[src/hw/rtl/mcpc_pkg.sv]
// Package: types, constants and tables shared by the coin exchange block.
`default_nettype none
package mcpc_pkg;

	localparam int MAX_PAY_UNITS = 200;
	localparam int NUM_DENOMS    = 6;
	localparam int ADDR_W        = $clog2(MAX_PAY_UNITS + 1);
	localparam int WB_W          = $clog2(MAX_PAY_UNITS + 2);
	localparam int CMP_W         = (ADDR_W > 8) ? ADDR_W : 8;
	localparam int SUM_W         = ((WB_W > 8) ? WB_W : 8) + 1;
	localparam int DEN_W         = 6;
	localparam int OUT_W         = 9;
	localparam int OUT_MAX       = 511;
	localparam logic [WB_W-1:0] WB_INF = '1;

	typedef struct packed {
		logic [7:0] count_5c;
		logic [7:0] count_10c;
		logic [7:0] count_20c;
		logic [7:0] count_50c;
		logic [7:0] count_100c;
		logic [7:0] count_200c;
		logic [7:0] target_units;
	} req_t;

	typedef struct packed {
		logic [OUT_W-1:0] coins_exchanged;
		logic             feasible;
	} rsp_t;

	typedef struct packed {
		logic idle;
		logic done;
	} eng_stat_t;

	typedef enum logic [2:0] {
		ST_IDLE,
		ST_CLEAR,
		ST_PLAN,
		ST_SWEEP,
		ST_DRAIN,
		ST_SEARCH,
		ST_SDRAIN,
		ST_DONE
	} eng_state_t;

	typedef logic [7:0] chg_tab_t [0:MAX_PAY_UNITS];

	// denomination value in 5-cent units
	function automatic logic [DEN_W-1:0] denom_units(input logic [2:0] d);
		logic [DEN_W-1:0] u;
		unique case (d)
			3'd0:    u = DEN_W'(1);
			3'd1:    u = DEN_W'(2);
			3'd2:    u = DEN_W'(4);
			3'd3:    u = DEN_W'(10);
			3'd4:    u = DEN_W'(20);
			3'd5:    u = DEN_W'(40);
			default: u = DEN_W'(1);
		endcase
		return u;
	endfunction

	// most coins of a denomination that can fit in the largest amount
	function automatic logic [ADDR_W-1:0] useful_count(input logic [2:0] d);
		logic [ADDR_W-1:0] n;
		unique case (d)
			3'd0:    n = ADDR_W'(MAX_PAY_UNITS / 1);
			3'd1:    n = ADDR_W'(MAX_PAY_UNITS / 2);
			3'd2:    n = ADDR_W'(MAX_PAY_UNITS / 4);
			3'd3:    n = ADDR_W'(MAX_PAY_UNITS / 10);
			3'd4:    n = ADDR_W'(MAX_PAY_UNITS / 20);
			3'd5:    n = ADDR_W'(MAX_PAY_UNITS / 40);
			default: n = '0;
		endcase
		return n;
	endfunction

	function automatic logic [7:0] count_sel(input req_t r, input logic [2:0] d);
		logic [7:0] c;
		unique case (d)
			3'd0:    c = r.count_5c;
			3'd1:    c = r.count_10c;
			3'd2:    c = r.count_20c;
			3'd3:    c = r.count_50c;
			3'd4:    c = r.count_100c;
			3'd5:    c = r.count_200c;
			default: c = '0;
		endcase
		return c;
	endfunction

	// fewest coins for each change amount, unlimited supply
	function automatic chg_tab_t build_change_tab();
		chg_tab_t t;
		int       best;
		int       c;
		int       u;
		t[0] = 8'd0;
		for (int a = 1; a <= MAX_PAY_UNITS; a++) begin
			best = 65535;
			for (int d = 0; d < NUM_DENOMS; d++) begin
				u = int'(denom_units(3'(d)));
				if (a >= u) begin
					c = int'(t[a-u]) + 1;
					if (c < best) best = c;
				end
			end
			t[a] = (best > 255) ? 8'd255 : 8'(best);
		end
		return t;
	endfunction

	localparam chg_tab_t CHANGE_TAB = build_change_tab();

endpackage
`default_nettype wire

[src/hw/rtl/mcpc_engine.sv]
// Sequencer, wallet table memory and shared add/compare unit.
`default_nettype none
module mcpc_engine (
	input  wire                   clk,
	input  wire                   arst_n,
	input  wire                   start,
	input  mcpc_pkg::req_t        req,
	input  wire                   take,
	output mcpc_pkg::eng_stat_t   stat,
	output mcpc_pkg::rsp_t        rsp
);
	import mcpc_pkg::*;

	eng_state_t state_q, state_d;

	req_t               req_q;
	logic [2:0]         d_q, d_d;
	logic [ADDR_W-1:0]  rem_q, rem_d;
	logic [ADDR_W:0]    k_q, k_d;
	logic [DEN_W-1:0]   u_q, u_d;
	logic [ADDR_W-1:0]  w_q, w_d;
	logic [ADDR_W-1:0]  c_q, c_d;
	logic [ADDR_W-1:0]  addr_q, addr_d;
	logic               vld_s1, vld_d;
	logic [ADDR_W-1:0]  waddr_s1, waddr_d;
	logic [7:0]         chg_s1, chg_d;
	logic [SUM_W-1:0]   best_q, best_d;
	logic               found_q, found_d;

	logic [WB_W-1:0]    mem [0:MAX_PAY_UNITS];
	logic [WB_W-1:0]    rd0_q, rd1_q;
	logic [ADDR_W-1:0]  raddr0, raddr1, waddr;
	logic [WB_W-1:0]    wdata;
	logic               we;

	logic [CMP_W-1:0]   cnt_x, use_x, tgt_x;
	logic [ADDR_W-1:0]  tgt_a;
	logic [ADDR_W-1:0]  chunk;
	logic [ADDR_W+DEN_W-1:0] prod;

	logic               search_mode;
	logic [SUM_W-1:0]   op_a, op_b, op_ref, sum;
	logic               lt;

	assign cnt_x = CMP_W'(count_sel(req_q, d_q));
	assign use_x = CMP_W'(useful_count(d_q));
	assign tgt_x = CMP_W'(req_q.target_units);
	assign tgt_a = tgt_x[ADDR_W-1:0];
	assign chunk = (k_q > (ADDR_W+1)'(rem_q)) ? rem_q : k_q[ADDR_W-1:0];
	assign prod  = chunk * u_q;

	// shared add/compare: relax step in sweeps, running minimum in search
	assign search_mode = (state_q == ST_SEARCH) || (state_q == ST_SDRAIN);
	always_comb begin
		if (search_mode) begin
			op_a   = SUM_W'(rd0_q);
			op_b   = SUM_W'(chg_s1);
			op_ref = best_q;
		end else begin
			op_a   = SUM_W'(rd1_q);
			op_b   = SUM_W'(c_q);
			op_ref = SUM_W'(rd0_q);
		end
	end
	assign sum = op_a + op_b;
	assign lt  = sum < op_ref;

	always_comb begin
		state_d = state_q;
		d_d     = d_q;
		rem_d   = rem_q;
		k_d     = k_q;
		u_d     = u_q;
		w_d     = w_q;
		c_d     = c_q;
		addr_d  = addr_q;
		vld_d   = 1'b0;
		waddr_d = addr_q;
		chg_d   = CHANGE_TAB[addr_q - tgt_a];
		best_d  = best_q;
		found_d = found_q;
		raddr0  = addr_q;
		raddr1  = addr_q - w_q;
		we      = 1'b0;
		waddr   = waddr_s1;
		wdata   = sum[WB_W-1:0];

		if (vld_s1) begin
			if (search_mode) begin
				if (rd0_q != WB_INF && (!found_q || lt)) begin
					best_d  = sum;
					found_d = 1'b1;
				end
			end else begin
				we = (rd1_q != WB_INF) && lt;
			end
		end

		unique case (state_q)
			ST_IDLE: begin
				if (start) begin
					state_d = ST_CLEAR;
					addr_d  = '0;
					found_d = 1'b0;
					best_d  = '0;
					d_d     = '0;
					rem_d   = '0;
				end
			end
			ST_CLEAR: begin
				we     = 1'b1;
				waddr  = addr_q;
				wdata  = (addr_q == '0) ? '0 : WB_INF;
				addr_d = addr_q + 1'b1;
				if (addr_q == ADDR_W'(MAX_PAY_UNITS)) state_d = ST_PLAN;
			end
			ST_PLAN: begin
				if (rem_q == '0) begin
					if (d_q == 3'(NUM_DENOMS)) begin
						if (tgt_x > CMP_W'(MAX_PAY_UNITS)) begin
							state_d = ST_DONE;
						end else begin
							state_d = ST_SEARCH;
							addr_d  = tgt_a;
						end
					end else begin
						rem_d = (cnt_x > use_x) ? use_x[ADDR_W-1:0] : cnt_x[ADDR_W-1:0];
						u_d   = denom_units(d_q);
						k_d   = (ADDR_W+1)'(1);
						d_d   = d_q + 1'b1;
					end
				end else begin
					w_d     = prod[ADDR_W-1:0];
					c_d     = chunk;
					rem_d   = rem_q - chunk;
					k_d     = {k_q[ADDR_W-1:0], 1'b0};
					addr_d  = ADDR_W'(MAX_PAY_UNITS);
					state_d = ST_SWEEP;
				end
			end
			ST_SWEEP: begin
				vld_d  = 1'b1;
				addr_d = addr_q - 1'b1;
				if (addr_q == w_q) state_d = ST_DRAIN;
			end
			ST_DRAIN: begin
				state_d = ST_PLAN;
			end
			ST_SEARCH: begin
				vld_d  = 1'b1;
				addr_d = addr_q + 1'b1;
				if (addr_q == ADDR_W'(MAX_PAY_UNITS)) state_d = ST_SDRAIN;
			end
			ST_SDRAIN: begin
				state_d = ST_DONE;
			end
			ST_DONE: begin
				if (take) state_d = ST_IDLE;
			end
			default: state_d = ST_IDLE;
		endcase
	end

	always_ff @(posedge clk or negedge arst_n) begin
		if (!arst_n) begin
			state_q <= ST_IDLE;
			vld_s1  <= 1'b0;
			found_q <= 1'b0;
			best_q  <= '0;
			d_q     <= '0;
			rem_q   <= '0;
			k_q     <= '0;
			addr_q  <= '0;
		end else begin
			state_q <= state_d;
			vld_s1  <= vld_d;
			found_q <= found_d;
			best_q  <= best_d;
			d_q     <= d_d;
			rem_q   <= rem_d;
			k_q     <= k_d;
			addr_q  <= addr_d;
		end
	end

	always_ff @(posedge clk) begin
		if (state_q == ST_IDLE && start) req_q <= req;
		u_q      <= u_d;
		w_q      <= w_d;
		c_q      <= c_d;
		waddr_s1 <= waddr_d;
		chg_s1   <= chg_d;
	end

	// wallet table: one write port, two registered read ports
	always_ff @(posedge clk) begin
		if (we) mem[waddr] <= wdata;
		rd0_q <= mem[raddr0];
		rd1_q <= mem[raddr1];
	end

	assign stat.idle = (state_q == ST_IDLE);
	assign stat.done = (state_q == ST_DONE);
	assign rsp.feasible = found_q;
	assign rsp.coins_exchanged = !found_q ? '0 :
		(best_q > SUM_W'(OUT_MAX)) ? OUT_W'(OUT_MAX) : best_q[OUT_W-1:0];

endmodule
`default_nettype wire

[src/hw/rtl/min_coins_pay_and_change.sv]
// Each request first clears the 201-entry wallet table. Each coin count, capped at its
// useful limit, is split into doubling chunks starting at one coin, the last one taking the rest;
// each chunk is one downward sweep of the table, from the top entry down to the chunk's total value,
// through the shared add/compare unit. A search from the target upward follows; a higher target shortens it.
// Throughput: one request at a time; req_ready is low from accept until the result
// moves into the output register. Reset clears all control state; no clearing pass.
`default_nettype none
module min_coins_pay_and_change (
	input  wire               clk,
	input  wire               arst_n,
	input  wire               req_valid,
	output logic              req_ready,
	input  mcpc_pkg::req_t    req,
	output logic              rsp_valid,
	input  wire               rsp_ready,
	output mcpc_pkg::rsp_t    rsp
);
	import mcpc_pkg::*;

	eng_stat_t stat;
	rsp_t      eng_rsp;
	rsp_t      rsp_q;
	logic      rsp_valid_q;
	logic      take;

	assign req_ready = stat.idle;
	assign take      = stat.done && (!rsp_valid_q || rsp_ready);

	mcpc_engine u_engine (
		.clk    (clk),
		.arst_n (arst_n),
		.start  (req_valid && req_ready),
		.req    (req),
		.take   (take),
		.stat   (stat),
		.rsp    (eng_rsp)
	);

	always_ff @(posedge clk or negedge arst_n) begin
		if (!arst_n) begin
			rsp_valid_q <= 1'b0;
		end else if (take) begin
			rsp_valid_q <= 1'b1;
		end else if (rsp_ready) begin
			rsp_valid_q <= 1'b0;
		end
	end

	always_ff @(posedge clk) begin
		if (take) rsp_q <= eng_rsp;
	end

	assign rsp_valid = rsp_valid_q;
	assign rsp       = rsp_q;

endmodule
`default_nettype wire

[config.mk]
export PLATFORM = sky130hd
export DESIGN_NAME = min_coins_pay_and_change
export DESIGN_NICKNAME = d
export VERILOG_FILES = /design/src/hw/rtl/mcpc_pkg.sv /design/src/hw/rtl/mcpc_engine.sv /design/src/hw/rtl/min_coins_pay_and_change.sv
export SDC_FILE = /design/constraint.sdc
export NUM_CORES = 2
export LEC_CHECK = 0
export BUFFER_PORTS_ARGS = -buffer_cell sky130_fd_sc_hd__buf_2
export CAP_MARGIN = 15
export CORE_ASPECT_RATIO = 1.1
export CORE_MARGIN = 5
export CORE_UTILIZATION = 45
export DETAILED_ROUTE_END_ITERATION = 10
export PLACE_DENSITY = 0.68
export SETUP_SLACK_MARGIN = 0.15
export SYNTH_ARGS = -nofsm -noshare
export SYNTH_HDL_FRONTEND = slang
export SYNTH_SLANG_ARGS = --single-unit
[constraint.sdc]
create_clock -name clk -period 7.37 [get_ports clk]
set_clock_uncertainty 0.1 [all_clocks]
set_input_delay 0 -clock clk [delete_from_list [all_inputs] [get_ports clk]]
set_output_delay 0 -clock clk [all_outputs]
set_load 0.01 [all_outputs]
# Yosys cells after proc, flatten, opt, wreduce, memory -nomap -nowiden
# Memories as Yosys holds them, arrays and structs flattened. A register that Yosys moved wholly into a read port is not among the register bits.
# Index checks and enable logic that the tools add are counted.
# word_totals
register_bits	139
latch_bits	0
ramBits	1608
rom_bits	2048
output_inout_bits	12
memories	2
# memory_table
name	depth	word_bits	read_ports	rd_ports_with_merged_regs	write_ports	line_no	text
(name not given)	256	8	1	1	0	mcpc_engine.sv:79	chg_d = CHANGE_TAB[addr_q - tgt_a];
u_engine.mem	201	8	2	2	1	mcpc_engine.sv:30	logic [WB_W-1:0] mem [0:MAX_PAY_UNITS];
# classes
addsub	7
mul	1
div_mod_pow	0
magnitude_cmp	5
eq_ne	28
shift	0
n_mux	53
bitwise_logic	3
n_reduce_logical	26
# op_table
op	count
$mux 8	13
$pmux 8 s6	2
$mux 9	9
$pmux 8 s4	1
$mux 3	10
$pmux 6 s5	1
$pmux 3 s8	1
$sub 8x8->8	3
$eq 3x3->1 const B	7
$logic_not 8->1	2
$ne 8x8->1 const B	2
$pmux 8 s2	1
$mux 1	13
$eq 3x2->1 const B	4
$ne 2x1->1 const B	5
$add 8x8->9	1
$gt 9x8->1	1
$gt 9x9->1 const B	1
$lt 9x9->1	1
$ne 3x3->1 const B	3
$not 8->9	1
$add 8x1->8 const B	1
$eq 8x8->1	1
$eq 8x8->1 const B	1
other kinds (21)	38

# Longest topological paths before layout
# logic_depth
depth_word	12
depth_mapped	23
ltp_nobuf	21

# Cells and area by module
# From an unflattened synthesis, not the netlist that was laid out.
# unflattened
cells_unflattened	4382
area_unflattened_um2	85075.3
# by_module_without_submodules
module	instances	cells_each	area_per_inst_um2	seq_area_each_um2
mcpc_engine	1	4367	84725.0	52240.1
min_coins_pay_and_change	1	15	350.3	325.3

# Least setup slack after synthesis
# OpenSTA, ideal clock, no wires.
# synth_timing
path_type	register to register
startpoint	register u_engine.state_q[1]
endpoint	memory u_engine.mem[0][6] (netlist name), data pin
setup_ps	688
arrival_time_ps	5149
required_time_ps	6582
slack_ps	1433
path_stages_with_launch	16
n_path_buf	1
period_less_slack_ps	5937
path_cell_list	dfrtp_1 xor2_1 nand2_1 inv_1 clkbuf_1 nand2_1 nand2_1 ha_1 fa_1 a21o_1 a21oi_1 o21bai_1 a21oi_1 xnor2_1 nand2_1 nand2_1
# synth_via
elab_chain_len	5
# synth_lines
element	line_no	text
from (decl)	mcpc_engine.sv:14	eng_state_t state_q, state_d;
from (signal assigned)	mcpc_engine.sv:175	state_q <= state_d;
$eq 3x3->1	mcpc_engine.sv:53	assign search_mode = (state_q == ST_SEARCH) || (state_q == ST_SDRAIN);
$logic_or 1x1->1	mcpc_engine.sv:53	
$mux 8	mcpc_engine.sv:55	if (search_mode) begin
$add 8x8->9	mcpc_engine.sv:65	assign sum = op_a + op_b;
$mux 8 (*)	mcpc_engine.sv:99	unique case (state_q)
named net u_engine.wdata[6]	mcpc_engine.sv:33	logic [WB_W-1:0] wdata;
to (decl)	mcpc_engine.sv:30	
# The timed path passes the listed nets; every way through them passes the cells marked *.

# Final worst setup path
# layout_timing
startpoint	register u_engine.state_q[1]
endpoint	memory u_engine.mem[2][0] (netlist name), enable pin
# layout_via
elab_chain_len	11
# layout_lines
element	line_no	text
$eq 3x3->1	mcpc_engine.sv:53	
$logic_or 1x1->1	mcpc_engine.sv:53	
$mux 8	mcpc_engine.sv:55	
$add 8x8->9	mcpc_engine.sv:65	
$lt 9x9->1	mcpc_engine.sv:66	assign lt = sum < op_ref;
$logic_and 1x1->1	mcpc_engine.sv:95	we = (rd1_q != WB_INF) && lt;
$mux 1	mcpc_engine.sv:89	if (search_mode) begin
$mux 1	mcpc_engine.sv:88	if (vld_s1) begin
$mux 1	mcpc_engine.sv:99	
$mux 1	mcpc_engine.sv:197	if (we) mem[waddr] <= wdata;
$mux 1 (implied by the code)	mcpc_engine.sv:197	
# Parallel ways exist; a longest one is shown, timed or not.

==> impl_metrics.py <==
metrics = {
    "clock_tree": {
        "cts_setup_buffers": 0,
        "cts_root_buf": "clkbuf_16",
        "cts_buffers": 174,
        "clk_pin_slew_ns": 0.06,
        "htree_levels": 4,
        "cts_tree": "done",
        "max-clock-path-buffers": 3,
        "cts_num_sinks": 1767,
        "clk_latency_ns": 0.83,
    },
    "timing": {
        "rsz0062_at_grt": "no",
        "fin_crit_ns": 6.60,
        "hold_viol_final": 0,
        "fin_ws_ns": 0.767,
        "relSlewSlack": 0.133,
        "max_freq_ghz": 0.151,
        "drv_slew": 0,
        "tightest_slew_ns": 1.27,
        "setup_tns_ns": 0,
        "period_share": 0.896,
        "setup_viol": 0,
    },
    "floorplanning": {
        "dieHeight_um": 469,
        "core_area_mm2": 0.190,
        "rows": 168,
        "initial_core_util": 0.452,
        "die_area_mm2": 0.200,
        "die_w_um": 427,
        "io_pins": 72,
    },
    "route": {
        "viasPerCell": 6.60,
        "wl_per_cell_um": 32.3,
        "drt-pass1-iter-count": 6,
        "routed_wirelength_mm": 246,
        "ant_nets": 0,
        "drc": 0,
        "drt_iter0_markers": 6516,
        "vias": 50300,
    },
    "grt": {
        "grt_pass1_wl_mm": 357,
        "antenna_found_initial": 11,
        "grt_max_degree": 202,
        "globalRouteMet3Util": 0.0457,
        "track_usage": 0.244,
        "grtUsageMet1": 0.322,
        "grt_pass1_vias": 50500,
        "grt_use_met2": 0.403,
        "top_usage_layer": "met2",
        "overflow": 0,
    },
    "finish": {
        "drive_gt1_frac": 0.293,
        "areaGrowthSynthToFinish_pct": 12.5,
        "final_area_mm2": 0.0968,
        "final_common_cell": "edfxtp_1",
        "finalNetCount": 5079,
        "final_cell_mix": "1696 x edfxtp_1, 919 x mux4_2, 288 x nor2_1, 237 x nand2_1, 178 x clkbuf_16",
        "fin_cells": 7616,
        "fill_cells": 15200,
    },
    "logic_synthesis": {
        "yosysUniqueCellTypes": 78,
        "async_flop_share": 0.0243,
        "yosysSeqAreaShare": 0.611,
        "ys_ff_latch": 1767,
        "syn_nets": 4916,
        "syn_avg_cell_area_um2": 18.1,
        "synthCells": 4749,
        "synth_flop_cell": "edfxtp_1",
        "ys_warn_count": 0,
        "synth_area_mm2": 0.0861,
        "synth-edff-count": 1696,
    },
    "critical_path": {
        "endpoint": "u_engine.mem[2][0]",
        "reg2reg_depth": 20,
        "rrSetupSlack_ns": 0.77,
        "crit_arrival_ns": 6.93,
        "worstPathMaxFanout": 24,
        "cp-startpoint": "u_engine.state_q[1]",
        "crit_required_ns": 7.70,
        "path_class": "flip-flop to flip-flop",
        "r2r_start": "u_engine.state_q[1]",
        "worst_setup_path_start_kind": "flip-flop",
        "worstReg2RegEnd": "u_engine.mem[2][0]",
        "endpoint_kind": "flip-flop",
    },
    "place": {
        "portBuffers": 71,
        "post_dp_cell_area_mm2": 0.0897,
        "pre_cts_slack_ns": 0.931,
        "hpwl_mm": 158,
        "gp_congestion": 0.898,
        "place_inst": 7164,
    },
    "min_path": {
        "hp-class": "primary input to flip-flop",
    },
    "run_status": {
        "status": "finished, final reports clean",
    },
    "flow_run": {
        "maxCapViolCount": 0,
    },
}
-- stage by stage --
stage          hold slack (ns)  utilization
2_1_floorplan           -0.396            -
3_3_place_gp            0.0325        0.471
3_5_place_dp            0.0374        0.471
4_1_cts                 0.0160        0.508
5_1_grt                  0.147        0.508
6_report                 0.113        0.508
-- cells by family (layout without fill, tap and decap cells) --
family,Yosys count,after routing,synth area share
simple gates,797,797,0.0416
flops,1767,1767,0.611
mux,1106,1106,0.263
compound gates,500,500,0.0396
buf+inv,434,745,0.0240
xor+xnor,38,38,0.00427
other cells,0,6,0
fa+ha+maj,107,107,0.0171
-- routing by layer --
layer / vias to the layer above / share of wire
met5: - / 0.00011
met4: 4 / 0.046
met3: 484 / 0.094
met2: 3048 / 0.49
met1: 26500 / 0.37
li1: 20200 / -
-- cell usage after synthesis (all sizes together) (24+ instances only) --
cell / n / area share
a2111oi: 26 / 0.0026
dfrtp: 43 / 0.013
nand3: 58 / 0.0034
a211oi: 101 / 0.0089
and2: 36 / 0.0026
mux4: 919 / 0.24
nor2b: 60 / 0.0044
mux2: 26 / 0.0034
buf: 196 / 0.014
nor3: 38 / 0.0022
edfxtp: 1696 / 0.59
o21ai: 85 / 0.0049
a21o: 24 / 0.0021
nor2: 289 / 0.013
clkbuf: 159 / 0.0069
mux2i: 161 / 0.019
inv: 78 / 0.0034
dfxtp: 28 / 0.0065
ha: 89 / 0.013
a21oi: 95 / 0.0056
nand2: 245 / 0.011
-- cell type report --
type | count | area (µm²) | share of cell area
Clock inverter | 121 | 1290 | 0.0133
Antenna cell | 6 | 15.0 | 0.000155
Tap cell | 2550 | 3190 | 0.0330
Sequential cell | 1767 | 52600 | 0.543
Inverter | 79 | 302 | 0.00311
Clock buffer | 203 | 4550 | 0.0470
Timing Repair Buffer | 342 | 3150 | 0.0326
Multi-Input combinational cell | 2548 | 31700 | 0.328
-- worst min-delay path by stage --
stage | from | endpoint | slack [ns] | cells after the start
finish | req_valid | u_engine.state_q[0] | 0.11 | 5
global route | req_valid | u_engine.state_q[0] | 0.15 | 5
CTS | req_valid | u_engine.state_q[0] | 0.02 | 5
detailed placement | arst_n | rsp_valid | 0.04 | 2
global placement | arst_n | rsp_valid | 0.03 | 2
floorplan | arst_n | rsp_valid | -0.40 | 0
-- critical path, cell delays in order, from the launching register on --
cell	delay, ns
dfrtp_1	0.60
xor2_1	0.29
nand2_1	0.12
buf_4	0.26
nand2_1	0.11
nand2_1	0.07
ha_1	0.23
fa_1	0.46
a21o_1	0.18
a21oi_1	0.22
o21bai_1	0.09
a21oi_1	0.23
xnor2_1	0.22
ha_1	0.32
o21a_1	0.12
o211ai_1	0.22
o21ai_0	0.24
a211oi_4	0.67
buf_4	0.31
o21ai_4	0.34
nor2_1	0.77
-- what timing repair did --
item | 4_1_cts | 5_1_grt
resized for setup | 0 | 0
hold buffers | 117 | 0
endpoints found under the hold margin | 131 | 0
-- state kept, by name, indices dropped and copies added, names as in the netlist, 9 cells and up --
signal,cells
rsp,10
u_engine.mem,1608
u_engine.req_q,48
u_engine.best_q,9
u_engine.k_q,9
Power is left out: the tool's default activity adds up to more than one toggle a clock period on the data nets, which glitch-free logic cannot reach.
